File: src/rtl/cqe_pkg.sv
// Shared types and constants for the circular queue engine.
// Holds the operation and status codes, the result item struct and the pointer helper.
// No dependencies.
package cqe_pkg;

  localparam int unsigned DEPTH  = 16;
  localparam int unsigned PTR_W  = $clog2(DEPTH);
  localparam int unsigned WORD_W = 32;

  typedef enum logic [1:0] {
    KIND_INSERT = 2'd0,
    KIND_DELETE = 2'd1,
    KIND_LIST   = 2'd2,
    KIND_DUMP   = 2'd3
  } kind_e;

  typedef enum logic [1:0] {
    ST_OK       = 2'd0,
    ST_OVERFLOW = 2'd1,
    ST_EMPTY    = 2'd2
  } status_e;

  typedef logic [PTR_W-1:0] ptr_t;

  typedef struct packed {
    status_e             status;
    logic [WORD_W-1:0]   data;
    logic                last;
  } cqe_res_t;

  function automatic ptr_t ptr_inc(ptr_t p);
    ptr_t r;
    r = (p == ptr_t'(DEPTH - 1)) ? '0 : p + ptr_t'(1);
    return r;
  endfunction

endpackage

File: src/rtl/cqe_ram.sv
// Generic single-port-write, single-port-read synchronous RAM.
// Read data is registered. No dependencies.
module cqe_ram #(
  parameter int unsigned DEPTH_P = 16,
  parameter int unsigned WIDTH_P = 32
) (
  input  logic                       clk_i,
  input  logic                       wr_en_i,
  input  logic [$clog2(DEPTH_P)-1:0] wr_addr_i,
  input  logic [WIDTH_P-1:0]         wr_data_i,
  input  logic                       rd_en_i,
  input  logic [$clog2(DEPTH_P)-1:0] rd_addr_i,
  output logic [WIDTH_P-1:0]         rd_data_o
);

  logic [WIDTH_P-1:0] mem_q [DEPTH_P];
  logic [WIDTH_P-1:0] rd_data_q;

  always_ff @(posedge clk_i) begin
    if (wr_en_i) begin
      mem_q[wr_addr_i] <= wr_data_i;
    end
  end

  always_ff @(posedge clk_i) begin
    if (rd_en_i) begin
      rd_data_q <= mem_q[rd_addr_i];
    end
  end

  assign rd_data_o = rd_data_q;

endmodule

File: src/rtl/cqe_out_buf.sv
// Two-entry output queue for result items; decouples the receiver stall from the core.
// Depends on cqe_pkg.
module cqe_out_buf (
  input  logic              clk_i,
  input  logic              rst_ni,
  input  logic              push_i,
  input  cqe_pkg::cqe_res_t push_item_i,
  input  logic              pop_i,
  output logic              valid_o,
  output cqe_pkg::cqe_res_t item_o,
  output logic [1:0]        cnt_o
);
  import cqe_pkg::*;

  cqe_res_t   ent_q [2];
  logic       rd_ptr_q, wr_ptr_q;
  logic [1:0] cnt_q, cnt_d;
  logic       pop;

  assign pop = pop_i && (cnt_q != 2'd0);

  always_comb begin
    cnt_d = cnt_q;
    if (push_i && !pop) begin
      cnt_d = cnt_q + 2'd1;
    end else if (!push_i && pop) begin
      cnt_d = cnt_q - 2'd1;
    end
  end

  always_ff @(posedge clk_i or negedge rst_ni) begin
    if (!rst_ni) begin
      rd_ptr_q <= 1'b0;
      wr_ptr_q <= 1'b0;
      cnt_q    <= 2'd0;
    end else begin
      cnt_q <= cnt_d;
      if (push_i) begin
        wr_ptr_q <= ~wr_ptr_q;
      end
      if (pop) begin
        rd_ptr_q <= ~rd_ptr_q;
      end
    end
  end

  always_ff @(posedge clk_i) begin
    if (push_i) begin
      ent_q[wr_ptr_q] <= push_item_i;
    end
  end

  assign valid_o = (cnt_q != 2'd0);
  assign item_o  = ent_q[rd_ptr_q];
  assign cnt_o   = cnt_q;

endmodule

File: src/rtl/circular_queue_engine_core.sv
// Top level of the circular queue engine: pointer control, slot RAM and output queue.
// Depends on cqe_pkg, cqe_ram and cqe_out_buf.
//
// Input channel (s_axis): one item is one operation. tuser carries the kind
// (insert, delete, list, dump); tdata carries the word to insert.
// Output channel (m_axis): tuser carries the status, tdata the word, tlast
// marks the final result of an operation.
// Insert and delete give one result each; a new item is accepted every
// cycle while the receiver keeps up.
// List gives one result per queued word (one empty result if the queue is empty) and
// dump gives DEPTH results; both walk the slot RAM at one read per cycle while the
// output queue has room, and hold tready low until the last read has been issued.
// A result passes the registered RAM read and then the output queue write
// before it shows as valid.
// Reset empties the queue, clears both pointers and marks every slot as
// never written, so unwritten slots read as zero; no clearing pass is run.
// When the receiver stalls, the two-entry output queue fills and tready
// drops; nothing is lost and no result is repeated.
module circular_queue_engine_core (
  input  logic                       clk_i,
  input  logic                       rst_ni,
  input  logic                       s_axis_tvalid,
  output logic                       s_axis_tready,
  input  logic [cqe_pkg::WORD_W-1:0] s_axis_tdata,   // [31:0] data_in
  input  logic [1:0]                 s_axis_tuser,   // [1:0] kind
  output logic                       m_axis_tvalid,
  input  logic                       m_axis_tready,
  output logic [cqe_pkg::WORD_W-1:0] m_axis_tdata,   // [31:0] data_out
  output logic [1:0]                 m_axis_tuser,   // [1:0] status
  output logic                       m_axis_tlast
);
  import cqe_pkg::*;

  localparam logic [1:0] S_IDLE = 2'd0;
  localparam logic [1:0] S_LIST = 2'd1;
  localparam logic [1:0] S_DUMP = 2'd2;

  logic [1:0]       state_q, state_d;
  ptr_t             head_q, head_d, tail_q, tail_d, idx_q, idx_d;
  logic             empty_q, empty_d;
  logic [DEPTH-1:0] valid_q, valid_d;

  logic             rd_vld_q, rd_last_q, rd_use_q;
  status_e          rd_status_q;

  logic             issue, iss_last, rd_en, wr_en, full, pop, can_issue;
  status_e          iss_status;
  ptr_t             rd_addr, wr_addr;
  kind_e            kind;
  logic [2:0]       occ;
  logic [1:0]       buf_cnt;
  logic             buf_valid;
  logic [WORD_W-1:0] ram_rdata;
  cqe_res_t         push_item, out_item;

  assign kind = kind_e'(s_axis_tuser);
  assign full = !empty_q && (ptr_inc(tail_q) == head_q);
  assign pop  = buf_valid && m_axis_tready;
  assign occ  = 3'(buf_cnt) + 3'(rd_vld_q);
  assign can_issue = pop ? (occ <= 3'd2) : (occ <= 3'd1);
  assign s_axis_tready = (state_q == S_IDLE) && can_issue;

  always_comb begin
    state_d    = state_q;
    head_d     = head_q;
    tail_d     = tail_q;
    idx_d      = idx_q;
    empty_d    = empty_q;
    valid_d    = valid_q;
    issue      = 1'b0;
    iss_status = ST_OK;
    iss_last   = 1'b1;
    rd_en      = 1'b0;
    rd_addr    = idx_q;
    wr_en      = 1'b0;
    wr_addr    = tail_q;
    case (state_q)
      S_LIST: begin
        if (can_issue) begin
          issue    = 1'b1;
          rd_en    = 1'b1;
          iss_last = (idx_q == tail_q);
          idx_d    = ptr_inc(idx_q);
          if (iss_last) begin
            state_d = S_IDLE;
          end
        end
      end
      S_DUMP: begin
        if (can_issue) begin
          issue    = 1'b1;
          rd_en    = 1'b1;
          iss_last = (idx_q == '0);
          idx_d    = idx_q - ptr_t'(1);
          if (iss_last) begin
            state_d = S_IDLE;
          end
        end
      end
      S_IDLE: begin
        if (s_axis_tvalid && s_axis_tready) begin
          issue = 1'b1;
          case (kind)
            KIND_INSERT: begin
              if (full) begin
                iss_status = ST_OVERFLOW;
              end else begin
                if (empty_q) begin
                  head_d  = '0;
                  tail_d  = '0;
                end else begin
                  tail_d  = ptr_inc(tail_q);
                end
                empty_d  = 1'b0;
                wr_en    = 1'b1;
                wr_addr  = tail_d;
                valid_d[wr_addr] = 1'b1;
              end
            end
            KIND_DELETE: begin
              if (empty_q) begin
                iss_status = ST_EMPTY;
              end else begin
                rd_en   = 1'b1;
                rd_addr = head_q;
                if (head_q == tail_q) begin
                  empty_d = 1'b1;
                  head_d  = '0;
                  tail_d  = '0;
                end else begin
                  head_d  = ptr_inc(head_q);
                end
              end
            end
            KIND_LIST: begin
              if (empty_q) begin
                iss_status = ST_EMPTY;
              end else begin
                rd_en    = 1'b1;
                rd_addr  = head_q;
                iss_last = (head_q == tail_q);
                if (!iss_last) begin
                  state_d = S_LIST;
                  idx_d   = ptr_inc(head_q);
                end
              end
            end
            KIND_DUMP: begin
              rd_en    = 1'b1;
              rd_addr  = ptr_t'(DEPTH - 1);
              iss_last = 1'b0;
              state_d  = S_DUMP;
              idx_d    = ptr_t'(DEPTH - 2);
            end
            default: begin
              iss_status = ST_OK;
            end
          endcase
        end
      end
      default: begin
        state_d = S_IDLE;
      end
    endcase
  end

  always_ff @(posedge clk_i or negedge rst_ni) begin
    if (!rst_ni) begin
      state_q  <= S_IDLE;
      head_q   <= '0;
      tail_q   <= '0;
      idx_q    <= '0;
      empty_q  <= 1'b1;
      valid_q  <= '0;
      rd_vld_q <= 1'b0;
    end else begin
      state_q  <= state_d;
      head_q   <= head_d;
      tail_q   <= tail_d;
      idx_q    <= idx_d;
      empty_q  <= empty_d;
      valid_q  <= valid_d;
      rd_vld_q <= issue;
    end
  end

  always_ff @(posedge clk_i) begin
    if (issue) begin
      rd_status_q <= iss_status;
      rd_last_q   <= iss_last;
      rd_use_q    <= rd_en && valid_q[rd_addr];
    end
  end

  cqe_ram #(
    .DEPTH_P (DEPTH),
    .WIDTH_P (WORD_W)
  ) u_ram (
    .clk_i     (clk_i),
    .wr_en_i   (wr_en),
    .wr_addr_i (wr_addr),
    .wr_data_i (s_axis_tdata),
    .rd_en_i   (rd_en),
    .rd_addr_i (rd_addr),
    .rd_data_o (ram_rdata)
  );

  always_comb begin
    push_item.status = rd_status_q;
    push_item.data   = rd_use_q ? ram_rdata : '0;
    push_item.last   = rd_last_q;
  end

  cqe_out_buf u_out_buf (
    .clk_i       (clk_i),
    .rst_ni      (rst_ni),
    .push_i      (rd_vld_q),
    .push_item_i (push_item),
    .pop_i       (m_axis_tready),
    .valid_o     (buf_valid),
    .item_o      (out_item),
    .cnt_o       (buf_cnt)
  );

  assign m_axis_tvalid = buf_valid;
  assign m_axis_tdata  = out_item.data;
  assign m_axis_tuser  = out_item.status;
  assign m_axis_tlast  = out_item.last;

endmodule

File: config.mk
export PLATFORM = sky130hd
export DESIGN_NAME = circular_queue_engine_core
export DESIGN_NICKNAME = d
export VERILOG_FILES = /design/src/rtl/cqe_pkg.sv /design/src/rtl/cqe_ram.sv /design/src/rtl/cqe_out_buf.sv /design/src/rtl/circular_queue_engine_core.sv
export SDC_FILE = /design/constraint.sdc
export NUM_CORES = 1
export LEC_CHECK = 0
export BUFFER_PORTS_ARGS = -buffer_cell sky130_fd_sc_hd__buf_2
export CORE_MARGIN = 5
export CORE_UTILIZATION = 27
export DETAILED_ROUTE_END_ITERATION = 8
export HOLD_SLACK_MARGIN = 0.08
export SYNTH_ARGS = -nofsm -noshare
export SYNTH_HDL_FRONTEND = slang
export SYNTH_HIERARCHICAL = 1
export SYNTH_SLANG_ARGS = --single-unit
File: constraint.sdc
create_clock -name clk_i -period 14.6 [get_ports clk_i]
set_input_delay 1.46 -clock clk_i [delete_from_list [all_inputs] [get_ports clk_i]]
set_output_delay 1.46 -clock clk_i [all_outputs]
set_load 0.03 [all_outputs]
Word-level counts from Yosys, hierarchy flattened --
Memory sizes are Yosys's and may differ from the RTL's. A register that Yosys moved wholly into a read port is not among the register bits. Cells that the tools add are included.
Word-level totals: flip-flop bits (word level) 40, RAM bits 582, memories 2, word-level logic and storage cells 157
Memories:
- u_ram.mem_q | words 16, bits a word 32, read ports 1, clocked after memory_dff 1, wr ports 1, RTL line cqe_ram.sv:16 | logic [WIDTH_P-1:0] mem_q [DEPTH_P];
- u_out_buf.ent_q | words 2, bits a word 35, read ports 1, clocked after memory_dff 0, wr ports 1, RTL line cqe_out_buf.sv:15 | cqe_res_t ent_q [2];
Operators by class: equality and inequality tests 23, bitwise operators 4, reduce and logical (&&, ||, !) cells 27, muxes and demuxes 76, add/sub/neg operators 7, magnitude comparators 5
Operators by type and width (count):
- 2-to-1 mux 4 bit | 26
- 2-to-1 mux 32 bit | 1
- one-hot mux 4 bit (2 select lines) | 4
- 2-to-1 mux 1 bit | 23
- 2-to-1 mux 2 bit | 10
- != test 2 bit (second input constant) | 8
- bitwise OR 16 bit | 1
- adder 4 x 1 -> 4 bit (second input constant) | 3
- == test 4 bit | 3
- == test 4 bit (second input constant) | 3
- one-hot mux 4 bit (3 select lines) | 1
- < comparator 4 x 5 -> 1 bit (second input constant) | 2
- one-hot mux 1 bit (2 select lines) | 5
- logical AND 1 bit | 8
- one-hot mux 2 bit (2 select lines) | 2
- AND reduction 4 bit | 2
- AND reduction 8 bit | 1
- AND reduction 7 bit | 1
- == test 2 bit (second input constant) | 3
- != test 3 bit (second input constant) | 2
- one-hot mux 2 bit (3 select lines) | 1
- AND reduction 6 bit | 1
- nonzero test 2 bit | 3
- AND reduction 5 bit | 1
- 20 further kinds | 27

Depth between registers and ports, before layout --
depth after elaboration 13, gate-level depth with buffers 14, mapped depth without buffers 13

Modules after synthesis --
Netlist, hierarchy kept.
By module, submodules not included:
- cqe_ram | sequential area each 16335.7 µm², instances 1, area an instance 20155.6 µm², cells each 838
- circular_queue_engine_core | sequential area each 922.1 µm², instances 1, area an instance 2910.3 µm², cells each 331
- cqe_out_buf | sequential area each 2202.1 µm², instances 1, area an instance 2859.0 µm², cells each 124

Worst setup path after synthesis --
Ideal clock, no wire load.
kind in2reg, start point in m_axis_tready, end point mem u_ram.mem_q[0][0], enable pin, arrival time 5403 ps, slack 8736 ps, buffers on the path 1, required time 14139 ps, stages 11, cell sequence a21bo_1 > a32o_2 > nor2_1 > nor2_1 > nand3_1 > buf_2 > inv_1 > nand2_1 > nand2_1 > or3b_2 > nor3_1
On the way: word-level cells in the longest chain between the ends 8, elaborated cells on any way between the ends 10, classes of those cells 7 x mux; 3 x reduce/logical
RTL lines:
- from (decl) | RTL line circular_queue_engine_core.sv:27 | input logic m_axis_tready,
- logical AND 1 bit | RTL line circular_queue_engine_core.sv:58 | assign pop = buf_valid && m_axis_tready;
- 2-to-1 mux 1 bit | RTL line circular_queue_engine_core.sv:60 | assign can_issue = pop ? (occ <= 3'd2) : (occ <= 3'd1);
- logical AND 1 bit | RTL line circular_queue_engine_core.sv:61 | assign s_axis_tready = (state_q == S_IDLE) && can_issue;
- logical AND 1 bit | RTL line circular_queue_engine_core.sv:101 | if (s_axis_tvalid && s_axis_tready) begin
- 2-to-1 mux 1 bit | RTL line circular_queue_engine_core.sv:101
- 2-to-1 mux 1 bit | RTL line circular_queue_engine_core.sv:77 | case (state_q)
- via wr_en | RTL line circular_queue_engine_core.sv:46 | logic issue, iss_last, rd_en, wr_en, full, pop, can_issue;
- 2-to-1 mux 1 bit | RTL line cqe_ram.sv:20 | if (wr_en_i) begin
- 2-to-1 mux 1 bit (not written as such) | RTL line cqe_ram.sv:21 | mem_q[wr_addr_i] <= wr_data_i;
- to (decl) | RTL line cqe_ram.sv:16
The timed path passes the listed nets, and every way through them passes these cells.

Worst setup path in the final report --
start point in m_axis_tready, end point mem u_ram.mem_q[2][10], enable pin
On the way: elaborated cells on any way between the ends 10, classes of those cells 7 x mux; 3 x reduce/logical
RTL lines:
- logical AND 1 bit | RTL line circular_queue_engine_core.sv:58
- 2-to-1 mux 1 bit | RTL line circular_queue_engine_core.sv:60
- logical AND 1 bit | RTL line circular_queue_engine_core.sv:61
- logical AND 1 bit | RTL line circular_queue_engine_core.sv:101
- 2-to-1 mux 4 bit | RTL line circular_queue_engine_core.sv:101
- 2-to-1 mux 4 bit | RTL line circular_queue_engine_core.sv:77
- via wr_addr[1] | RTL line circular_queue_engine_core.sv:48 | ptr_t rd_addr, wr_addr;
The timed path passes the listed nets, and every way through them passes these cells.

==> impl_metrics.yaml <==
clock_tree:
  numClockSinks: 654
  clockBufferDepth: 3
  root_buffer: "clkbuf_16"
  numCtsBuffers: 66
  postCtsHoldBufs: 0
  cts_tree: "built"
  ctsResizeCount: 0
  htreeDepth: 3
  clk_latency_ns: 0.60
  clk_pin_slew_ns: 0.06
  cts_setup_buffers: 0
grt:
  gr-total-overflow: 0
  grt.busiest_layer: "met2"
  grt_max_degree: 58
  grt_pass1_wl_um: 85700
  grt_util_met3: 0.0246
  grt_usage: 0.110
  met2_usage: 0.188
  antenna_found_initial: 15
  first_global_vias: 13100
  use_met1: 0.143
setup_path:
  start_kind: "primary input"
  arrival_ns: 5.35
  crit_type: "primary input to register"
  cp-end-kind: "register"
  cp_max_fo: 22
  critPathRequiredTime_ns: 14.83
yosys:
  netlist_area_um2: 25900
  yosysWarnings: 6
  synthArstFlopShare: 0.0550
  synth_cells: 1293
  syn_avg_cell_area_um2: 20.1
  synth_seq_cells: 654
  synth_edf_count: 618
  syn-num-nets: 1350
  synth_ff_type: "edfxtp_1"
  ys_seq_area_frac: 0.751
  synth_cell_types: 75
layout:
  layout.nets: 1451
  final_cell_mix: "edfxtp_1 (618), mux4_2 (128), buf_2 (74)"
  mostFrequentLayoutCell: "edfxtp_1"
  finalNonFillerCells: 2711
  area_delta_synth_final_pct: 15.7
  drive_above_1_share: 0.279
sta:
  hold_viol: 0
  slew_violations: 0
  rsz0062_at_grt: "no"
  timing.setup.tns_ns: 0
  worst_pin_slew_ns: 1.34
  period_needed_ns: 5.11
  finalCritPeriodShare: 0.350
  setup_violations: 0
  slew_headroom: 0.104
  clock.fmax_mhz: 196
  skew_ns: 0.0206
placement:
  port_buffers: 74
  gp_congestion: 0.779
  dp_hpwl_um: 32300
  placedCellCount: 2591
floorplan:
  ios: 75
  die_w_um: 320
  die_area_um2: 102000
  start_util: 0.272
  placementRows: 113
  core_um2: 95200
  die_h_um: 320
hold_path:
  worst_hold_path_type: "register to register"
route:
  ant_nets: 0
  dr.pass1.iters: 5
  wl_per_cell_um: 21.1
  vias: 12500
  drt_wl_total_um: 57300
  drtIter0Drc: 1075
  drcViolationCount: 0
  vias_per_cell: 4.61
pwr:
  ir_drop_mv: 0.123
  power_density_nw_per_um2: 206
  p_leak_nw: 9.82
flow_run:
  drv_cap: 0
outcome:
  outcome: "completed"
==> layer usage <==
layer / share of wire / wire length [um] / vias to the layer above
li1: - / - / 5450
met1: 0.42 / 24100 / 6587
met2: 0.50 / 28700 / 358
met3: 0.061 / 3510 / 87
met4: 0.017 / 998 / 14
met5: 0.0015 / 85 / -
==> through the flow <==
stage	total power [mW]	utilization	setup WS (ns)	instance area (um2)	hold slack, ns
global route	6.49	0.315	9.15	30000	0.488
global placement	4.55	0.293	8.93	27900	0.443
detailed placement	4.58	0.293	8.83	27900	0.448
floorplan	4.04	-	8.74	25900	0.421
finish	6.17	0.315	9.49	30000	0.457
CTS	6.26	0.315	9.49	30000	0.463
==> worst max-delay path, stage by stage <==
cell	delay, ns
buf_2	0.12
nand4b_1	0.13
a21oi_2	0.32
nor2_1	0.16
nor2_1	0.32
nand3_1	0.38
o21ai_0	0.95
nand2b_1	0.48
nor2_4	0.51
buf_4	0.49
==> cell families (layout without fill, tap and decap cells) <==
group,count (synthesis),in the layout,synth area share
DFF,654,654,0.751
and+or+nand+nor,190,190,0.0371
muxes,174,174,0.135
AOI/OAI and AO/OA,151,151,0.0448
buffers and inverters,86,236,0.0167
adders and majority gates,19,19,0.00917
xor gates and xnor gates,19,19,0.00642
other,0,3,0
==> where the power goes <==
group	switching [mW]	leakage, nW	total [mW]	internal [mW]
Sequential	0.136	6.07	2.47	2.33
Clock	0.695	1.03	1.67	0.973
Combinational	1.17	2.72	2.03	0.867
==> final timing paths <==
path | cells past startpoint | startpoint | end | slack [ns]
worst max-delay path | 10 | m_axis_tready | u_ram/mem_q[2][10] | 9.49
worst min-delay path | 1 | valid_q[2] | valid_q[2] | 0.46
worst max register to register | 12 | rd_vld_q | u_ram/mem_q[2][10] | 9.50
worst min register to register | 1 | valid_q[2] | valid_q[2] | 0.46
max in group asynchronous | 1 | rst_ni | u_out_buf/rd_ptr_q | 13.03
min in group asynchronous | 1 | rst_ni | idx_q[0] | 0.97
==> synth_stat cells, types with 3 or more instances <==
| cell | instances | area share |
|---|---|---|
| buf_12 | 3 | 0.0023 |
| o21ai_0 | 20 | 0.0039 |
| a22oi_1 | 65 | 0.019 |
| mux4_2 | 128 | 0.11 |
| mux2_4 | 30 | 0.017 |
| nor2b_1 | 4 | 0.00097 |
| a31oi_1 | 3 | 0.00072 |
| buf_1 | 10 | 0.0014 |
| nor4_1 | 4 | 0.00097 |
| o21a_1 | 5 | 0.0014 |
| and2_1 | 36 | 0.0087 |
| nor3_1 | 6 | 0.0012 |
| nand3_1 | 8 | 0.0015 |
| buf_4 | 10 | 0.0029 |
| edfxtp_1 | 618 | 0.72 |
| xor2_1 | 9 | 0.0030 |
| mux2i_1 | 8 | 0.0031 |
| buf_2 | 13 | 0.0025 |
| clkbuf_1 | 31 | 0.0045 |
| o2bb2ai_1 | 3 | 0.0010 |
| inv_1 | 18 | 0.0026 |
| nand2_1 | 66 | 0.0096 |
| xnor2_1 | 10 | 0.0034 |
| dfrtp_1 | 35 | 0.034 |
| mux2_2 | 8 | 0.0035 |
| a31o_2 | 3 | 0.0010 |
| a21o_1 | 8 | 0.0023 |
| nand2b_1 | 5 | 0.0012 |
| ha_1 | 19 | 0.0092 |
| nor2_1 | 40 | 0.0058 |
| a21oi_1 | 7 | 0.0014 |
| o21bai_1 | 9 | 0.0026 |
| nand3b_1 | 3 | 0.00087 |
==> flip-flops by register name, summed over array words and instances, names as in the netlist <==
| register | cells |
|---|---|
| u_out_buf/wr_ptr_q | 1 |
| state_q | 2 |
| rd_vld_q | 1 |
| rd_use_q | 1 |
| head_q | 4 |
| valid_q | 16 |
| u_ram/rd_data_o | 32 |
| u_out_buf/ent_q | 70 |
| idx_q | 4 |
| u_out_buf/cnt_o | 2 |
| rd_last_q | 1 |
| rd_status_q | 2 |
| empty_q | 1 |
| u_out_buf/rd_ptr_q | 1 |
| u_ram/mem_q | 512 |
| tail_q | 4 |
==> area by class of cell <==
cell class                      instances  area (um2)
Inverter                               18        70.1
Timing Repair Buffer                  101         573
Tap cell                             1265        1580
Clock buffer                           81        1730
Fill cell                            9047       65200
Multi-Input combinational cell        553        6180
Sequential cell                       654       19500
Antenna cell                            3        7.51
Clock inverter                         36         392
(Power assumes the default switching activity.)
